## config.mk

```make
export PLATFORM = sky130hd
export DESIGN_NAME = rspw_front
export DESIGN_NICKNAME = d
export VERILOG_FILES = /design/src/rtl/rspw_pkg.sv /design/src/rtl/rspw_front.sv
export SDC_FILE = /design/constraint.sdc
export NUM_CORES = 1
export LEC_CHECK = 0
export ABC_AREA = 0
export BUFFER_PORTS_ARGS = -buffer_cell sky130_fd_sc_hd__clkbuf_2
export CORE_MARGIN = 2
export CORE_UTILIZATION = 35
export CTS_BUF_LIST = sky130_fd_sc_hd__clkbuf_2 sky130_fd_sc_hd__clkbuf_4 sky130_fd_sc_hd__clkbuf_8
export DETAILED_ROUTE_END_ITERATION = 7
export PLACE_DENSITY = 0.51
export SETUP_SLACK_MARGIN = 0.4
export SYNTH_ARGS = -nofsm -noshare
export SYNTH_HDL_FRONTEND = slang
export SYNTH_SLANG_ARGS = --single-unit
```

## constraint.sdc

```tcl
create_clock -name clock -period 10.7 [get_ports clock]
set_input_delay 1.07 -clock clock [delete_from_list [all_inputs] [get_ports clock]]
set_output_delay 1.07 -clock clock [all_outputs]
set_load 0.02 [all_outputs]
```

## src/rtl/rspw_pkg.sv

```systemverilog
// ----------------------------------------------------------------------------
// rspw_pkg
// Shared types and constants of the RAID-5 stripe parity writer: register
// codes, reset values, and the command and result records.
// ----------------------------------------------------------------------------
package rspw_pkg;

   // Default sizes for the top-level parameters.
   localparam int MAX_BLOCK_DEF   = 4096;
   localparam int MAX_DISK_DEF    = 32;
   localparam int MAX_STRIPES_DEF = 4096;

   // Fixed field widths.
   localparam int BB_W       = 13;  // block size register
   localparam int DC_W       = 6;   // disk count register
   localparam int SC_W       = 13;  // stripe count register
   localparam int DISK_W     = 5;   // disk number
   localparam int OFF_W      = 24;  // byte offset on a disk
   localparam int DATA_W     = 8;   // one payload byte
   localparam int CSR_IDX_W  = 2;
   localparam int CSR_DATA_W = 13;

   // Depths of the two queues.
   localparam int CMD_DEPTH = 4;
   localparam int RSP_DEPTH = 2;

   // Register reset values.
   localparam logic [BB_W-1:0] BLOCK_BYTES_RST  = 13'd512;
   localparam logic [DC_W-1:0] DISK_COUNT_RST   = 6'd4;
   localparam logic [SC_W-1:0] STRIPE_COUNT_RST = 13'd1024;

   // Register indexes.
   typedef enum logic [CSR_IDX_W-1:0] {
      CSR_BLOCK_BYTES  = 2'd0,
      CSR_DISK_COUNT   = 2'd1,
      CSR_STRIPE_COUNT = 2'd2
   } csr_index_type;

   // One classified byte, handed from the front to the back.
   typedef struct packed {
      logic              ovf;        // array full, byte dropped
      logic              first;      // byte of the stripe's first data block
      logic              last;       // byte of the stripe's last data block
      logic [DATA_W-1:0] data;
      logic [DISK_W-1:0] data_disk;
      logic [DISK_W-1:0] par_disk;
      logic [OFF_W-1:0]  offset;
      logic [BB_W-1:0]   pos;        // byte within the block
   } cmd_type;

   // One result beat.
   typedef struct packed {
      logic [DISK_W-1:0] disk_index;
      logic [OFF_W-1:0]  byte_offset;
      logic [DATA_W-1:0] write_value;
      logic              is_parity;
      logic              overflow;
      logic              last_of_run;
   } rsp_type;

endpackage

```

## src/rtl/rspw_front.sv

```systemverilog
// ----------------------------------------------------------------------------
// rspw_front
// Holds the configuration registers and the stripe position. Classifies each
// accepted byte (overflow, first or last data block), works out its disks and
// offset, and advances the layout position.
// ----------------------------------------------------------------------------
module rspw_front #(
   parameter int MAX_BLOCK   = rspw_pkg::MAX_BLOCK_DEF,
   parameter int MAX_DISK    = rspw_pkg::MAX_DISK_DEF,
   parameter int MAX_STRIPES = rspw_pkg::MAX_STRIPES_DEF
) (
   input  logic                              clock,
   input  logic                              reset,
   input  logic                              csr_we,
   input  logic [rspw_pkg::CSR_IDX_W-1:0]    csr_index,
   input  logic [rspw_pkg::CSR_DATA_W-1:0]   csr_wdata,
   input  logic                              accept,
   input  logic [rspw_pkg::DATA_W-1:0]       data_byte,
   output rspw_pkg::cmd_type                 cmd
);

   localparam int BB_W   = rspw_pkg::BB_W;
   localparam int DC_W   = rspw_pkg::DC_W;
   localparam int SC_W   = rspw_pkg::SC_W;
   localparam int DISK_W = rspw_pkg::DISK_W;
   localparam int OFF_W  = rspw_pkg::OFF_W;

   // Configuration registers.
   logic [BB_W-1:0] block_ff, block_in;
   logic [DC_W-1:0] disks_ff, disks_in;
   logic [SC_W-1:0] stripes_ff, stripes_in;

   // Layout position.
   logic [BB_W-1:0]   byte_ff, byte_in;
   logic [DISK_W-1:0] dblk_ff, dblk_in;
   logic [SC_W-1:0]   stripe_ff, stripe_in;
   logic [DISK_W-1:0] pdisk_ff, pdisk_in;
   logic [DISK_W-1:0] ddisk_ff, ddisk_in;
   logic [OFF_W-1:0]  base_ff, base_in;

   logic              restart;
   logic              ovf, blk_end, stripe_end;
   logic [BB_W-1:0]   byte_nx;
   logic [DC_W-1:0]   dblk_plus2;
   logic [DISK_W-1:0] pdisk_nx;

   // Classification of the byte at the input.
   assign ovf        = (stripe_ff >= stripes_ff);
   assign dblk_plus2 = {1'b0, dblk_ff} + DC_W'(2);
   assign byte_nx    = byte_ff + 1'b1;
   assign blk_end    = (byte_nx >= block_ff);
   assign stripe_end = (dblk_plus2 >= disks_ff);
   assign pdisk_nx   = (pdisk_ff == '0) ? DISK_W'(disks_ff - 1'b1) : pdisk_ff - 1'b1;

   always_comb begin
      cmd.ovf       = ovf;
      cmd.first     = (dblk_ff == '0);
      cmd.last      = (dblk_plus2 == disks_ff);
      cmd.data      = data_byte;
      cmd.data_disk = ddisk_ff;
      cmd.par_disk  = pdisk_ff;
      cmd.offset    = base_ff + OFF_W'(byte_ff);
      cmd.pos       = byte_ff;
   end

   // Register writes with clamping; any known index restarts the stream.
   always_comb begin
      block_in   = block_ff;
      disks_in   = disks_ff;
      stripes_in = stripes_ff;
      restart    = 1'b0;
      if (csr_we) begin
         unique case (csr_index)
            rspw_pkg::CSR_BLOCK_BYTES: begin
               restart = 1'b1;
               if (csr_wdata == '0) begin
                  block_in = BB_W'(1);
               end else if (32'(csr_wdata) > MAX_BLOCK) begin
                  block_in = BB_W'(MAX_BLOCK);
               end else begin
                  block_in = BB_W'(csr_wdata);
               end
            end
            rspw_pkg::CSR_DISK_COUNT: begin
               restart = 1'b1;
               if (32'(csr_wdata) < 2) begin
                  disks_in = DC_W'(2);
               end else if (32'(csr_wdata) > MAX_DISK) begin
                  disks_in = DC_W'(MAX_DISK);
               end else begin
                  disks_in = DC_W'(csr_wdata);
               end
            end
            rspw_pkg::CSR_STRIPE_COUNT: begin
               restart = 1'b1;
               if (csr_wdata == '0) begin
                  stripes_in = SC_W'(1);
               end else if (32'(csr_wdata) > MAX_STRIPES) begin
                  stripes_in = SC_W'(MAX_STRIPES);
               end else begin
                  stripes_in = SC_W'(csr_wdata);
               end
            end
            default: begin
               restart = 1'b0;
            end
         endcase
      end
   end

   // Position advance: byte, then data block, then stripe.
   always_comb begin
      byte_in   = byte_ff;
      dblk_in   = dblk_ff;
      stripe_in = stripe_ff;
      pdisk_in  = pdisk_ff;
      base_in   = base_ff;
      ddisk_in  = ddisk_ff;
      if (restart) begin
         byte_in   = '0;
         dblk_in   = '0;
         stripe_in = '0;
         pdisk_in  = DISK_W'(disks_in - 1'b1);
         base_in   = '0;
         ddisk_in  = '0;
      end else if (accept && !ovf) begin
         if (blk_end) begin
            byte_in = '0;
            if (stripe_end) begin
               dblk_in   = '0;
               stripe_in = stripe_ff + 1'b1;
               base_in   = base_ff + OFF_W'(block_ff);
               pdisk_in  = pdisk_nx;
            end else begin
               dblk_in = dblk_ff + 1'b1;
            end
            ddisk_in = (dblk_in < pdisk_in) ? dblk_in : dblk_in + 1'b1;
         end else begin
            byte_in = byte_nx;
         end
      end
   end

   always_ff @(posedge clock) begin
      if (reset) begin
         block_ff   <= rspw_pkg::BLOCK_BYTES_RST;
         disks_ff   <= rspw_pkg::DISK_COUNT_RST;
         stripes_ff <= rspw_pkg::STRIPE_COUNT_RST;
         byte_ff    <= '0;
         dblk_ff    <= '0;
         stripe_ff  <= '0;
         pdisk_ff   <= DISK_W'(rspw_pkg::DISK_COUNT_RST - 1'b1);
         ddisk_ff   <= '0;
         base_ff    <= '0;
      end else begin
         block_ff   <= block_in;
         disks_ff   <= disks_in;
         stripes_ff <= stripes_in;
         byte_ff    <= byte_in;
         dblk_ff    <= dblk_in;
         stripe_ff  <= stripe_in;
         pdisk_ff   <= pdisk_in;
         ddisk_ff   <= ddisk_in;
         base_ff    <= base_in;
      end
   end

endmodule

```

Yosys cells after proc, flatten, opt, wreduce, memory -nomap -nowiden
Cells that the tools add are included.
{"block": "op_classes", "add_sub_neg": 10, "multipliers": 0, "div": 0, "order_cmp": 7, "eq_ne": 3, "shifts": 0, "n_mux": 22, "n_bitwise": 0, "reduce_logical": 15}
{"op": "2-to-1 mux 5 bit", "count": 13}
{"op": "adder 24 x 13 -> 24 bit", "count": 2}
{"op": "2-to-1 mux 13 bit", "count": 3}
{"op": "adder 13 x 1 -> 13 bit (second input constant)", "count": 2}
{"op": ">= comparator 13 bit", "count": 2}
{"op": "2-to-1 mux 6 bit", "count": 4}
{"op": "subtractor 5 x 1 -> 5 bit (second input constant)", "count": 3}
{"op": "greater-than comparator 13 bit (second input constant)", "count": 1}
{"op": "greater-than comparator 13 x 6 -> 1 bit (second input constant)", "count": 1}
{"op": "logical NOT 13 bit", "count": 1}
{"op": "< comparator 13 x 2 -> 1 bit (second input constant)", "count": 1}
{"op": "adder 5 x 1 -> 5 bit (second input constant)", "count": 2}
{"op": "logical NOT 5 bit", "count": 2}
{"op": "AND reduction 2 bit", "count": 4}
{"op": "adder 5 x 2 -> 6 bit (second input constant)", "count": 1}
{"op": "== test 6 bit", "count": 1}
{"op": ">= comparator 6 bit", "count": 1}
{"op": "< comparator 5 bit", "count": 1}
{"op": "nonzero test 2 bit", "count": 2}
{"op": "AND reduction 3 bit", "count": 1}
{"op": "OR reduction 3 bit", "count": 1}
{"op": "== test 2 x 1 -> 1 bit (second input constant)", "count": 1}
{"op": "== test 2 bit (second input constant)", "count": 1}
{"op": "logical NOT 2 bit", "count": 1}
{"op": "4 further kinds", "count": 5}
{"block": "word_totals", "register_bits": 97, "latchBits": 0, "mem_bits_rw": 0, "rom_bits": 0, "in_bits": 27, "out_inout_bits": 58, "memories": 0}

Depth between registers and ports, before layout
{"block": "depth", "depth_word": 9, "ltp_mapped": 17, "depth_no_buf": 16}

Worst setup path before layout
Ideal clock, no wire load.
{"block": "synth_timing", "path_type": "flip-flop to flip-flop", "start": "reg byte_ff[0]", "end": "reg base_ff[0]", "arrival_ns": 3.722, "required_ns": 10.630, "setup_slack_ns": 6.907, "path_stages_with_launch": 17, "n_path_buf": 3, "period_less_slack_ns": 3.793, "path_cell_list": "dfxtp_1 ha_1 nand3_1 nor3_1 and3_1 and3_1 xor2_1 ha_1 o2111ai_1 nor2_1 a2111o_1 buf_2 nand2_4 clkbuf_1 clkbuf_1 nand2_1 a21oi_1"}
{"block": "synth_between", "elab_chain_cells": 3}
{"element": "from (decl)", "line": "rspw_front.sv:34", "rtl": "logic [BB_W-1:0] byte_ff, byte_in;"}
{"element": "from (signal assigned)", "line": "rspw_front.sv:159", "rtl": "byte_ff <= byte_in;"}
{"element": "adder 13 x 1 -> 13 bit", "line": "rspw_front.sv:50", "rtl": "assign byte_nx = byte_ff + 1'b1;"}
{"element": ">= comparator 13 bit", "line": "rspw_front.sv:51", "rtl": "assign blk_end = (byte_nx >= block_ff);"}
{"element": "AND reduction 3 bit (no source line)"}
{"element": "to (signal assigned)", "line": "rspw_front.sv:164", "rtl": "base_ff <= base_in;"}
{"element": "to (decl)", "line": "rspw_front.sv:39", "rtl": "logic [OFF_W-1:0] base_ff, base_in;"}
No other way between the ends.
A chain may end at the register's enable or synchronous reset.

Final worst setup path
{"block": "layout_timing", "start": "reg byte_ff[0]", "end": "reg byte_ff[10]"}
{"block": "layout_between", "elab_chain_cells": 3}
{"element": "adder 13 x 1 -> 13 bit *", "line": "rspw_front.sv:50"}
{"element": ">= comparator 13 bit", "line": "rspw_front.sv:51"}
{"element": "2-to-1 mux 13 bit *", "line": "rspw_front.sv:127", "rtl": "if (blk_end) begin"}
Mark *: on every way between the ends. The rest lies on a longest branch, timed or not.

==> impl_results.md <==
* Critical path data arrival time at 5070 ps
* Final hold vios at 0
* Setup ws final at 5950 ps
* Crit Path Class: reg2reg
* Seq/Total Area, Yosys at 0.277
* Setup Buffers After CTS at 0
* Share of the synthesized area in the top cell type at 0.277
* Maximum clock frequency at 211 MHz
* Sum Neg Setup Slack at 0 ps
* Share of layout cells above drive strength 1 at 0.105
* Final Power at 0.000685 W
* I/O pins at 85
* Worst Path Required at 11,020 ps
* PortBufs at 68
* Rel. slew slack at 0.341
* Sink Count at 97
* Starting Density at 0.358
* First-pass GRT wire length at 31,700 um
* Hold_buf cts at 0
* Worst-path cell chain: ha_1, nand3_1, nor3_1, and3_1, and3_1, xor2_1, ha_1, o2111ai_1, nor2_1, a2111o_1, buf_4, nor2_1, nand3b_1, a21oi_1
* Synth-to-layout area growth at 9.71%
* Status: finished, final reports clean
* Pre-Repair DR Iteration Count at 5
* RSZ-0062 raised after global routing: no
* Average size of a mapped cell at 7.72 um2
* Clock Skew at 18.2 ps
* Primary FF master, synth: dfxtp_1
* Pre-CTS WS at 5980 ps
* CTS tree: done
* Initial antenna violation count at 0
* Std-Cell Core Area at 19,600 um2
* PostCTS Resize Cnt at 0
* DP HPWL at 14,500 um
* Routed wire length at 19,200 um
* P_leak at 3.13 nW
* H-tree depth at 3
* Total CTS buffers at 9
* Post-synth EDFFs at 0
* PD cells at 88.9 nW/um2
* Crit-path max FO at 26
* Synth top area cells: dfxtp_1 28%, ha_1 12%, a21oi_1 7.8%
* Max Cap Viol at 0
* Vias post-DR at 6,428
* Ys async rst share at 0
* Worst min path class: reg2reg
* CTS root buf: clkbuf_8
* Endpoints failing setup at 0
* Die height at 146 um
* Worst-margin pin slew at 982 ps
* Core Rows at 51
* Tcrit/Tclk final at 0.444
* Vias in the first global route at 6,158
* Die X at 146 um
* Congestion Overflow GR at 0
* Crit start category: flop
* Vias per cell at 5.27
* Slowest CP cell: a2111o_1
* Largest net degree at the start of global routing at 59
* GRT Overall Usage at 0.183
* Final ANT Viol Nets at 0
* WP buf/inv at 1
* Cell family with the largest share of critical-path delay: simple AND/OR/NAND/NOR gates
* Leading area contributor after synthesis: dfxtp_1
* Later-pin clock latency in the skew report at 400 ps
* Mapped cell area at 7020 um2
* Max clock buf depth at 2
* Wire length per cell at 15.7 um
* DRC viols at 0
* Post-synthesis net count at 1,008
* Critical Path Sink Type: flop
* Antenna Diode Count at 0
* Synth cell types at 67
* Starting DRT DRC Count at 304
* RD Place Congestion at 0.828
* #FFs+latches synth at 97
* Final nets at 1,048
* Synth warnings at 0
* CTS clk-pin slew, worst paths at 110 ps
* Post-layout min period at 4750 ps
* Max VDD drop at 51.7 uV
* Die area at 21,200 um2
* Max stage delay on crit path at 800 ps
* Post-Syn Instances at 909
* Slew Viols, Final at 0
[sequential cells by signal (all words and copies together) (netlist names)]
signal,cells
base_ff,24
dblk_ff,5
pdisk_ff,5
byte_ff,13
block_ff,13
stripe_ff,13
ddisk_ff,5
disks_ff,6
stripes_ff,13
[metal layers]
metal,part of all wire,global-route usage,routed length (um)
met1,0.47,0.238,9080
met2,0.47,0.311,9030
met3,0.034,0.0282,651
met4,0.022,0.0623,422
met5,0,0,0
[area by class of cell]
| cell class | instances | area (um2) |
|---|---|---|
| Clock buffer | 14 | 174 |
| Multi-Input combinational cell | 716 | 4670 |
| Sequential cell | 97 | 1940 |
| Fill cell | 2092 | 11900 |
| Inverter | 52 | 195 |
| Clock inverter | 2 | 12.5 |
| Tap cell | 265 | 332 |
| Timing Repair Buffer | 73 | 378 |
[worst reg2reg max path, stage by stage (launching register included)]
cell and delay (ps):
dfxtp_1 470, ha_1 260, nand3_1 190, nor3_1 470
and3_1 290, and3_1 230, xor2_1 170, ha_1 260
o2111ai_1 130, nor2_1 80, a2111o_1 800, buf_4 350
nor2_1 670, nand3b_1 150, a21oi_1 160
[cell families after synthesis]
kind of cell,Yosys count,share of synthesized area
adders and majority gates,72,0.130
buffers and inverters,96,0.0583
DFF,97,0.277
AOI/OAI and AO/OA,251,0.223
xor gates and xnor gates,54,0.0674
muxes,5,0.00713
and+or+nand+nor,334,0.238
[cells in the mapped netlist (all sizes together), types with 3 or more instances]
master,n
a21oi,110
nand2,106
dfxtp,97
ha,70
nor2,65
inv,52
o21ai,42
xor2,34
clkbuf,29
nand3,29
xnor2,20
and3,19
nor2b,16
nor3,16
a211oi,15
buf,15
o31ai,15
or4,15
nand4,13
nand2b,12
nand3b,11
o21a,10
or3,9
a21o,7
a31oi,7
or2,6
a22oi,5
mux2i,5
o22ai,5
a211o,4
and2,4
nor4,4
o21bai,3
o41ai,3
[placed cells by master (no fill, tap or decap), types with 4 or more instances in the layout]
cell type,n
o21ai_0,40
nor2b_1,16
mux2i_1,5
clkbuf_2,68
nor4_1,4
and2_1,4
o21a_1,9
a21o_1,7
a22oi_1,5
ha_1,70
xnor2_1,20
clkbuf_8,11
nor3_1,16
nor2_1,65
or2_2,5
nand3_1,29
a211oi_1,15
nand4_1,13
nand3b_1,11
a31oi_1,7
inv_1,52
a21oi_1,110
xor2_1,34
or3_1,9
o22ai_1,5
dfxtp_1,97
nand2b_1,12
o31ai_1,15
and3_1,19
a211o_1,4
buf_4,5
or4_1,15
nand2_1,105
[path summary, 6_finish.rpt]
| path | start | cells past startpoint | endpoint | slack (ps) |
|---|---|---|---|---|
| setup / recovery | byte_ff[0] | 14 | byte_ff[10] | 5950 |
| hold / removal | stripes_ff[2] | 2 | stripes_ff[2] | 460 |
| setup reg to reg | byte_ff[0] | 14 | byte_ff[10] | 5950 |
| hold reg to reg | stripes_ff[2] | 2 | stripes_ff[2] | 460 |
[power by group]
group	total [W]	internal (W)	switching (W)
clock network	0.000241	0.000105	0.000136
registers	0.000370	0.000365	0.00000510
logic	0.0000731	0.0000235	0.0000497
total	0.000685	0.000494	0.000191
[stage by stage]
stage               area (um2)  hold WS (ps)  cells  utilization
floorplan                 7020           436    909            -
global placement          7520           443   1203        0.384
finish                    7700           458   1219        0.393
detailed placement        7520           448   1203        0.384
global route              7700           484   1219        0.393
CTS                       7700           461   1219        0.393
(Power assumes the default switching activity.)
