## config.mk

```make
export PLATFORM = sky130hd
export DESIGN_NAME = rspw_fifo
export DESIGN_NICKNAME = d
export VERILOG_FILES = /design/src/rtl/rspw_fifo.sv
export SDC_FILE = /design/constraint.sdc
export NUM_CORES = 1
export LEC_CHECK = 0
export ABC_AREA = 1
export BUFFER_PORTS_ARGS = -buffer_cell sky130_fd_sc_hd__clkbuf_2
export CORE_ASPECT_RATIO = 1.25
export CORE_MARGIN = 2
export CORE_UTILIZATION = 49
export CTS_BUF_LIST = sky130_fd_sc_hd__clkbuf_16
export CTS_CLUSTER_DIAMETER = 50
export CTS_CLUSTER_SIZE = 28
export DETAILED_ROUTE_END_ITERATION = 8
export MAX_ROUTING_LAYER = met4
export PLACE_DENSITY = 0.85
export SETUP_SLACK_MARGIN = 0.5
export SLEW_MARGIN = 20
export SYNTH_ARGS = -nofsm -noshare
export SYNTH_HDL_FRONTEND = slang
export SYNTH_SLANG_ARGS = --single-unit
```

## constraint.sdc

```tcl
create_clock -name clock -period 1.75 [get_ports clock]
set_input_delay 0.175 -clock clock [delete_from_list [all_inputs] [get_ports clock]]
set_output_delay 0.175 -clock clock [all_outputs]
set_load 0.01 [all_outputs]
```

## src/rtl/rspw_fifo.sv

```systemverilog
// ----------------------------------------------------------------------------
// rspw_fifo
// Small first-in first-out queue of register slots, used between the front
// and the back and again in front of the result port.
// ----------------------------------------------------------------------------
module rspw_fifo #(
   parameter int WIDTH = 8,
   parameter int DEPTH = 2
) (
   input  logic             clock,
   input  logic             reset,
   input  logic             push,
   input  logic [WIDTH-1:0] push_data,
   output logic             full,
   input  logic             pop,
   output logic [WIDTH-1:0] pop_data,
   output logic             empty
);

   localparam int PTR_W = (DEPTH > 1) ? $clog2(DEPTH) : 1;
   localparam int CNT_W = $clog2(DEPTH + 1);
   localparam logic [PTR_W-1:0] LAST_SLOT = PTR_W'(DEPTH - 1);
   localparam logic [CNT_W-1:0] FULL_CNT  = CNT_W'(DEPTH);

   logic [WIDTH-1:0] slot_ff [DEPTH];
   logic [PTR_W-1:0] wr_ptr_ff, wr_ptr_in;
   logic [PTR_W-1:0] rd_ptr_ff, rd_ptr_in;
   logic [CNT_W-1:0] count_ff, count_in;
   logic             do_push, do_pop;

   assign full     = (count_ff == FULL_CNT);
   assign empty    = (count_ff == '0);
   assign pop_data = slot_ff[rd_ptr_ff];
   assign do_push  = push && !full;
   assign do_pop   = pop && !empty;

   // Pointer and fill count update.
   always_comb begin
      wr_ptr_in = wr_ptr_ff;
      rd_ptr_in = rd_ptr_ff;
      count_in  = count_ff;
      if (do_push) begin
         wr_ptr_in = (wr_ptr_ff == LAST_SLOT) ? '0 : wr_ptr_ff + 1'b1;
      end
      if (do_pop) begin
         rd_ptr_in = (rd_ptr_ff == LAST_SLOT) ? '0 : rd_ptr_ff + 1'b1;
      end
      if (do_push && !do_pop) begin
         count_in = count_ff + 1'b1;
      end else if (do_pop && !do_push) begin
         count_in = count_ff - 1'b1;
      end
   end

   always_ff @(posedge clock) begin
      if (reset) begin
         wr_ptr_ff <= '0;
         rd_ptr_ff <= '0;
         count_ff  <= '0;
      end else begin
         wr_ptr_ff <= wr_ptr_in;
         rd_ptr_ff <= rd_ptr_in;
         count_ff  <= count_in;
      end
   end

   // Storage slots carry no reset.
   always_ff @(posedge clock) begin
      if (do_push) begin
         slot_ff[wr_ptr_ff] <= push_data;
      end
   end

endmodule

```

# --- After elaboration in Yosys (flattened, before gate mapping) ---
# Memories as Yosys holds them, arrays and structs flattened. A register that Yosys moved wholly into a read port is not among the register bits.
# Cells that the tools add are included.
# W data, S select, Z words.
word_totals:
  regBits: 4
  latch_bits: 0
  ramBits: 16
  mem_count: 1
  elab_cells: 27
  romBits: 0
classes:
  bitwise: 0
  n_shift: 0
  n_mux: 8
  multipliers: 0
  addsub: 4
  n_div: 0
  magnitude_cmp: 0
  n_eq_ne: 1
  n_reduce_logical: 10
mem_list:
  columns: ["memory", "words", "word_bits", "read_ports", "rd_ports_with_merged_regs", "write_ports", "line_no", "rtl"]
  rows:
  - ["slot_ff", 2, 8, 1, 1, 1, "25", "logic [WIDTH-1:0] slot_ff [DEPTH];"]
ops:
  columns: ["operator", "n"]
  rows:
  - ["$mux W1", 6]
  - ["$logic_and A1 B1 Y1", 4]
  - ["$logic_not A1 Y1", 4]
  - ["$mux W2", 2]
  - ["$add A1 B1 Y1 const B", 2]
  - ["$add A2 B1 Y2 const B", 1]
  - ["$eq A2 B2 Y1 const B", 1]
  - ["$logic_not A2 Y1", 1]
  - ["$reduce_bool A2 Y1", 1]
  - ["$sub A2 B1 Y2 const B", 1]

# --- Logic depth before layout (Yosys ltp) ---
# Gate-level depths: netlist (run 1).
depth:
  word_depth: 7
  ltp_mapped: 10
  depth_no_buf: 10

# --- Worst setup path after synthesis (run 1) ---
# Ideal clock, no wire load.
synth_timing:
  path_type: "reg-to-reg"
  startpoint: "register count_ff[0]"
  endpoint: "memory slot_ff[1][0] (enable)"
  arrival_ps: 951
  setup_time_ps: 370
  setup_slack_ps: 429
  path_stages_with_launch: 3
  path_buffers: 0
  cell_sequence: "dfxtp_1 > o21ai_2 > nor2_1"
synth_via:
  elab_chain_len: 5
synth_lines:
  columns: ["element", "line_no", "rtl"]
  rows:
  - ["start: declaration", "28", "logic [CNT_W-1:0] count_ff, count_in;"]
  - ["start signal: assignment", "63", "count_ff <= count_in;"]
  - ["$eq A2 B2 Y1", "31", "assign full = (count_ff == FULL_CNT);"]
  - ["$logic_not A1 Y1", "34", "assign do_push = push && !full;"]
  - ["$logic_and A1 B1 Y1", "34", null]
  - ["$mux W1", "69", "if (do_push) begin"]
  - ["$mux W1 (not written as such)", "70", "slot_ff[wr_ptr_ff] <= push_data;"]
  - ["end: declaration", "25", null]
# Every way passes these cells.

==> summary.txt, run 1 <==
Global routing
  • Initial antenna violation count: 0
  • Total gr overflow: 0
  • Vias in the first global route: 573
  • Largest net degree at the start of global routing: 12
  • Global-route wire length before repair: 2530 um
  • Tot GR Track Use: 19.5%

Placement
  • GPL Wtd Cong: 0.614
  • Hpwl dp: 1080 um
  • Port bufs: 21
  • DP Worst Slack: 0.359 ns

Setup path
  • Worst R2R End: count_ff[1]$_SDFFE_PP0P_
  • Crit-path slowest cell: dfxtp_4
  • Reg2Reg Depth: 9
  • Kind of critical path: register to primary output
  • CP Data Arrival Time: 1.13 ns
  • Critical Path Start Type: register
  • Reg-to-reg slack, setup: 0.49 ns
  • Critical Path, Cell by Cell: mux2_4, buf_6
  • Largest stage delay on the critical path: 0.43 ns
  • Critical R2R Launch: count_ff[1]$_SDFFE_PP0P_
  • Critical Path RT: 1.57 ns
  • Setup crit end kind: primary output
  • CP max FO: 8

Run
  • Max-cap violations: 0

Cells and area
  • Final #Nets: 104
  • Layout cells sized above 1: 52.2%
  • # fillers: 114
  • Ant. Diodes: 0
  • Area Overhead vs Synth: 42.1%

STA
  • Worst-margin pin slew: 0.182 ns
  • Slew Limit Fails: 0
  • Fin Clk Skew: 0.000677 ns
  • Final Hold Vio Count: 0
  • Final min period: 1.31 ns
  • Rel. slew slack: 87.8%
  • Final setup viols: 0
  • Final WS setup: 0.444 ns
  • Fmax: 765 MHz
  • Setup TNS: 0 ns
  • Final period util: 74.6%
  • RSZ-0062 raised after global routing: yes

Clocking
  • Clock slew at reported path FFs: 0.05 ns
  • Clk sink count: 21
  • Clk Latency, worst-skew pair: 0.25 ns
  • TritonCTS Buffers: 3
  • Clk buf depth: 2
  • CTS tree: built
  • CTS HTree Levels: 1
  • Cts hold-fix bufs: 0
  • Root Buffer: clkbuf_16

Die
  • Die Area: 0.00204 mm^2
  • Placeable Area: 0.00158 mm^2
  • Die H: 50.0 um
  • Initial Util: 52.4%
  • Chip width: 40.8 um
  • # rows: 16
  • Io pins: 22

Synth
  • Area leader, netlist: edfxtp_1
  • Top post-synthesis cells by area: edfxtp_1, dfxtp_1, mux2_2
  • Post-synthesis net count: 75
  • Cell Area, Synth: 828 um^2
  • Most common cell in the synthesized netlist: edfxtp_1
  • Most frequent cells after synthesis: edfxtp_1, nor2_1, mux2_2
  • Yosys top cell area share: 58.0%
  • Synth warn: 0
  • EDFF count, synth: 16
  • Sequential area share after synthesis: 70.1%
  • Synth async-reset ratio: 0%
  • Synth Flop Type: edfxtp_1
  • Seq cells post-synth: 21
  • Syn Inst Count: 62
  • Yosys cell types: 16
  • Avg Inst Size Synth: 13.4 um^2

Power and ir drop
  • Maximum VDD drop: 0.00104 V
  • Leak: 0.503 nW
  • Power per cell area: 1550 mW/mm^2
  • Power, Total: 1.82 mW

Route
  • Via Count: 549
  • Wirelength per Cell: 14.2 um
  • Initial DRC Count: 5
  • Post-Route WL: 1540 um
  • DRT antenna net count: 0
  • DRC viols: 0
  • Vias/cell: 5.08
  • Drt pass-1 iters: 4

Min path
  • Hold Path Cell Cnt: 1
  • Hold Path End: slot_ff[0][5]$_DFFE_PP_
  • Worst min-delay path category: primary input to register
  • Hold Crit Start: push_data[5]

Outcome
  • Outcome: finished, final reports clean
==> flip-flops by register name, indices dropped and copies added (netlist names), named ones only <==
register / flops
count_ff: 2
rd_ptr_ff: 1
slot_ff: 16
wr_ptr_ff: 1
==> cell families after synthesis <==
| logic type | Yosys count | share of synthesized area [%] |
|---|---|---|
| AOI/OAI and AO/OA | 6 | 4.53 |
| adders and majority gates | 1 | 1.51 |
| buffers and inverters | 10 | 4.68 |
| DFF | 21 | 70.1 |
| muxes | 8 | 10.9 |
| and+or+nand+nor | 16 | 8.31 |
==> cell usage in the layout (no fill, tap or decap) <==
cell type / count
nand2_1: 4
inv_4: 2
inv_1: 6
o21ai_0: 2
dfxtp_1: 2
clkbuf_2: 14
dfxtp_4: 3
nand3_1: 1
mux2_4: 8
edfxtp_1: 16
nor2_1: 9
buf_4: 4
o21ai_4: 2
clkbuf_16: 3
o21ai_1: 1
a21oi_1: 1
inv_2: 2
ha_4: 1
nand4_1: 1
and2_4: 1
buf_6: 7
==> power by group <==
part | leakage (nW) | internal [mW] | switching [mW]
combinational | 0.268 | 0.334 | 0.271
clock | 0.0423 | 0.304 | 0.160
sequential | 0.193 | 0.656 | 0.0992
==> final cells by class <==
cell class	instances	area, um^2	share of cell area (%)
Multi-Input combinational cell	31	267	22.6
Inverter	9	38.8	3.29
Clock buffer	3	75.1	6.38
Sequential cell	21	592	50.3
Tap cell	18	22.5	1.91
Clock inverter	1	3.75	0.319
Timing Repair Buffer	25	179	15.2
==> per-stage QoR <==
| step | std cells | utilization [%] | instance area (um^2) | hold WS (ns) |
|---|---|---|---|---|
| finish | 108 | 74.4 | 1180 | 0.119 |
| global route | 108 | 74.4 | 1180 | 0.114 |
| CTS | 108 | 71.5 | 1130 | 0.115 |
| detailed placement | 102 | 61.2 | 967 | 0.374 |
| global placement | 102 | 61.2 | 967 | 0.364 |
| floorplan | 62 | - | 830 | 0.274 |
==> routing by layer <==
layer / share of wire [%] / up-vias / GRT usage, %
met5: 0 / - / -
met4: 2.7 / 0 / 11.7
met3: 4.6 / 5 / 4.05
met2: 54 / 20 / 31.0
met1: 38 / 255 / 21.2
li1: - / 269 / -
==> what timing repair did <==
| action | CTS | global route |
|---|---|---|
| hold endpoints to repair | 0 | 0 |
| gates resized for setup | 17 | 16 |
| buffers inserted | 2 | 0 |
| endpoints found under the setup margin | 10 | 10 |
| pin swaps | 1 | 0 |
==> worst max-delay path by stage <==
stage	endpoint	slack [ns]	depth (start not counted)
floorplan	slot_ff[1][0]$_DFFE_PP_	0.45	2
global placement	count_ff[1]$_SDFFE_PP0P_	0.45	9
detailed placement	count_ff[1]$_SDFFE_PP0P_	0.36	9
CTS	pop_data[3]	0.43	2
global route	count_ff[1]$_SDFFE_PP0P_	0.41	9
finish	pop_data[3]	0.44	2
==> critical path, delay by kind of cell (launching register included) <==
family / cells / cell delay (ns)
muxes: 1 / 0.33
buffers and inverters: 1 / 0.12
DFF: 1 / 0.43
Power figures use the tool's default switching activity.
==> run 2, diff against run 1 <==
--- a/config.mk
+++ b/config.mk
@@ -9,13 +9,13 @@
 export BUFFER_PORTS_ARGS = -buffer_cell sky130_fd_sc_hd__clkbuf_2
 export CORE_ASPECT_RATIO = 1.25
 export CORE_MARGIN = 2
-export CORE_UTILIZATION = 49
+export CORE_UTILIZATION = 44
 export CTS_BUF_LIST = sky130_fd_sc_hd__clkbuf_16
 export CTS_CLUSTER_DIAMETER = 50
 export CTS_CLUSTER_SIZE = 28
 export DETAILED_ROUTE_END_ITERATION = 8
 export MAX_ROUTING_LAYER = met4
-export PLACE_DENSITY = 0.85
+export PLACE_DENSITY = 0.81
 export SETUP_SLACK_MARGIN = 0.5
 export SLEW_MARGIN = 20
 export SYNTH_ARGS = -nofsm -noshare
==> constraint.sdc (replaced) <==
create_clock -name clock -period 1.14 [get_ports clock]
set_input_delay 0.114 -clock clock [delete_from_list [all_inputs] [get_ports clock]]
set_output_delay 0.114 -clock clock [all_outputs]
set_load 0.01 [all_outputs]
==> run 2 against run 1 <==
Effect of this change: the flow now finishes with violations (negative setup slack); die area up 10%; largest power group is now combinational cells; critical path type is now register to register; clock skew up 0.0012 ns; critical endpoint is now slot_ff[0][5]$_DFFE_PP_; worst hold slack worse by 0.060 ns.
==> summary.txt, run 2 (synthesized netlist as in run 1, its figures left out) <==
Cells and area
  • Commonest non-fill, non-tap cell in the layout: edfxtp_1
  • Area Overhead vs Synth: 61.8%
  • Design area: 0.00134 mm^2 (+14%)
  • Largest register by flop count: slot_ff
  • Flip-flop count of the largest register after layout: 16 (unchanged)
  • Ant. Diodes: 0 (unchanged)
  • Fin cells: 121 (+12%)
  • Layout cells sized above 1: 67.6% (+15 points)
  • Final #Nets: 116 (+12%)
  • Most frequent cells in the layout: edfxtp_1, clkbuf_2, buf_6
  • Top flop regs: slot_ff x16, count_ff x2

Placement
  • # placed instances: 110 (+7.8%)
  • Port bufs: 21 (unchanged)
  • Hpwl dp: 1250 um (+15%)
  • Placed inst area: 0.00109 mm^2 (+12%)
  • GPL Wtd Cong: 0.725 (+18%)

Outcome
  • Outcome: complete, but fails checks
  • Failing checks: negative setup slack

STA
  • RSZ-0062 raised after global routing: yes
  • Final WS setup: -0.115 ns (-0.558 ns)
  • Rel. slew slack: 85.2% (-2.6 points)
  • Final period util: 110%
  • Final setup viols: 27 (+27)
  • Final Hold Vio Count: 0 (unchanged)
  • Slew Limit Fails: 0 (unchanged)
  • Fmax: 797 MHz
  • Worst-margin pin slew: 0.222 ns (+0.0406 ns)
  • Fin Clk Skew: 0.00186 ns (+0.00118 ns)
  • Final min period: 1.25 ns
  • Worst Hold Slack: 0.0594 ns (-0.0597 ns)

Min path
  • Hold Path Cell Cnt: 1 (unchanged)
  • Hold Crit Start: push_data[4]
  • Worst min-delay path category: primary input to register

Setup path
  • Critical path depth: 6 (+4)
  • Crit-path slowest cell: dfxtp_4
  • Critical path's top delay family: buffers and inverters
  • Critical R2R Launch: count_ff[1]$_SDFFE_PP0P_
  • Largest stage delay on the critical path: 0.36 ns (-0.07 ns)
  • Reg2Reg Depth: 6 (-3)
  • Most Frequent Cell on Critical Path: buf_6
  • Kind of critical path: register to register
  • CP startpoint: count_ff[1]$_SDFFE_PP0P_
  • CP Data Arrival Time: 1.22 ns (+0.09 ns)
  • Critical Path RT: 1.10 ns (-0.47 ns)
  • Critical Path, Cell by Cell: inv_4, o21ai_4, buf_4, buf_6, nor2_4, buf_6
  • Critical Path Start Type: register
  • Worst path bufs/invs: 4 (+3)
  • Setup crit end kind: register
  • CP max FO: 5 (-3)

Route
  • Wirelength per Cell: 14.7 um (+3.4%)
  • Vias/cell: 4.88 (-4.1%)
  • Initial DRC Count: 5 (unchanged)
  • DRC viols: 0 (unchanged)
  • DRT antenna net count: 0 (unchanged)
  • Via Count: 590 (+7.5%)
  • Post-Route WL: 1780 um (+16%)
  • Drt pass-1 iters: 4 (unchanged)

Power and ir drop
  • Power per cell area: 2410 mW/mm^2 (+56%)
  • Maximum VDD drop: 0.00172 V (+66%)
  • Leak: 0.576 nW (+15%)
  • Sequential power share: 35.4% (-6.0 points)
  • Comb power frac: 43.1% (+9.9 points)
  • Clk network pwr share: 21.5% (-3.9 points)
  • Power, Total: 3.23 mW (+77%)
  • Switching share of power: 29.6% (+0.55 points)
  • Internal cell power: 2.27 mW (+76%)
  • Switching power: 957 uW (+81%)

Global routing
  • Global-route wire length before repair: 2740 um (+8.5%)
  • Vias in the first global route: 632 (+10%)
  • Total gr overflow: 0 (unchanged)
  • Initial antenna violation count: 0 (unchanged)
  • Tot GR Track Use: 18.1% (-1.5 points)
  • Largest net degree at the start of global routing: 12 (unchanged)

Die
  • Io pins: 22 (unchanged)
  • Die H: 52.5 um (+5.1%)
  • # rows: 17 (+1)
  • Initial Util: 46.9% (-5.5 points)
  • Chip width: 42.8 um (+5.0%)
  • Placeable Area: 0.00177 mm^2 (+12%)
  • Die Area: 0.00225 mm^2 (+10%)

Clocking
  • Clk Latency, worst-skew pair: 0.24 ns (about the same)
  • Clock slew at reported path FFs: 0.05 ns (about the same)
  • Clk buf depth: 2 (unchanged)
  • CTS tree: built
  • Cts hold-fix bufs: 0 (unchanged)
  • CTS HTree Levels: 1 (unchanged)
  • TritonCTS Buffers: 3 (unchanged)
  • Root Buffer: clkbuf_16
  • Clk sink count: 21 (unchanged)

Run
  • Max-cap violations: 0 (unchanged)
run 2: changes by cell type in the layout (fill, tap and decap cells not counted), sizes merged:
cell / change
buf: +11
clkbuf: +1
run 2: timing repair:
action | CTS | global route
pin swaps | 7 | 5
resized for setup | 19 | 18
setup buffers | 4 | 3
setup endpoints to repair | 31 | 31
run 2: final cells by class:
class	instances	area [um^2]
clock buffer	3	75.1
clock inverter	1	3.75
fill	112	425
inverter	9	38.8
multi-input combinational	31	317
sequential	21	592
tap	19	23.8
timing repair buffer	37	290
run 2: layer usage:
layer | share of wire [%] | GRT usage, % | up-vias
met4 | 0.90 | 10.9 | 0
met5 | 0 | - | -
met3 | 4.8 | 4.14 | 2
met1 | 34 | 16.0 | 276
met2 | 60 | 34.1 | 18
li1 | - | - | 294
run 2: power by group through the flow:
| stage | clock [mW] | sequential, mW | combinational [mW] |
|---|---|---|---|
| floorplan | 0 | 1.08 | 0.629 |
| detailed placement | 0 | 1.12 | 0.947 |
| global placement | 0 | 1.11 | 0.904 |
| global route | 0.748 | 1.16 | 1.51 |
| CTS | 0.707 | 1.15 | 1.14 |
| finish | 0.696 | 1.14 | 1.39 |
run 2: worst paths after layout:
path              slack (ns)                 endpoint
setup / recovery       -0.11  slot_ff[0][5]$_DFFE_PP_
hold / removal          0.06  slot_ff[0][4]$_DFFE_PP_
setup reg to reg       -0.11  slot_ff[0][5]$_DFFE_PP_
hold reg to reg         0.59   wr_ptr_ff$_SDFFE_PP0N_
run 2: worst register-to-register path: stages (launching register included):
cell,delay [ns]
dfxtp_4,0.36
inv_4,0.06
o21ai_4,0.06
buf_4,0.13
buf_6,0.12
nor2_4,0.11
buf_6,0.13
run 2: metrics by stage:
stage / TNS (ns) / setup slack [ns] / util, %
finish: -2.49 / -0.115 / 75.9
global route: -3.67 / -0.164 / 75.9
CTS: -0.902 / -0.0983 / 71.4
detailed placement: -0.179 / -0.0697 / 61.5
global placement: -0.0431 / -0.0245 / 61.5
floorplan: -0.151 / -0.0777 / -
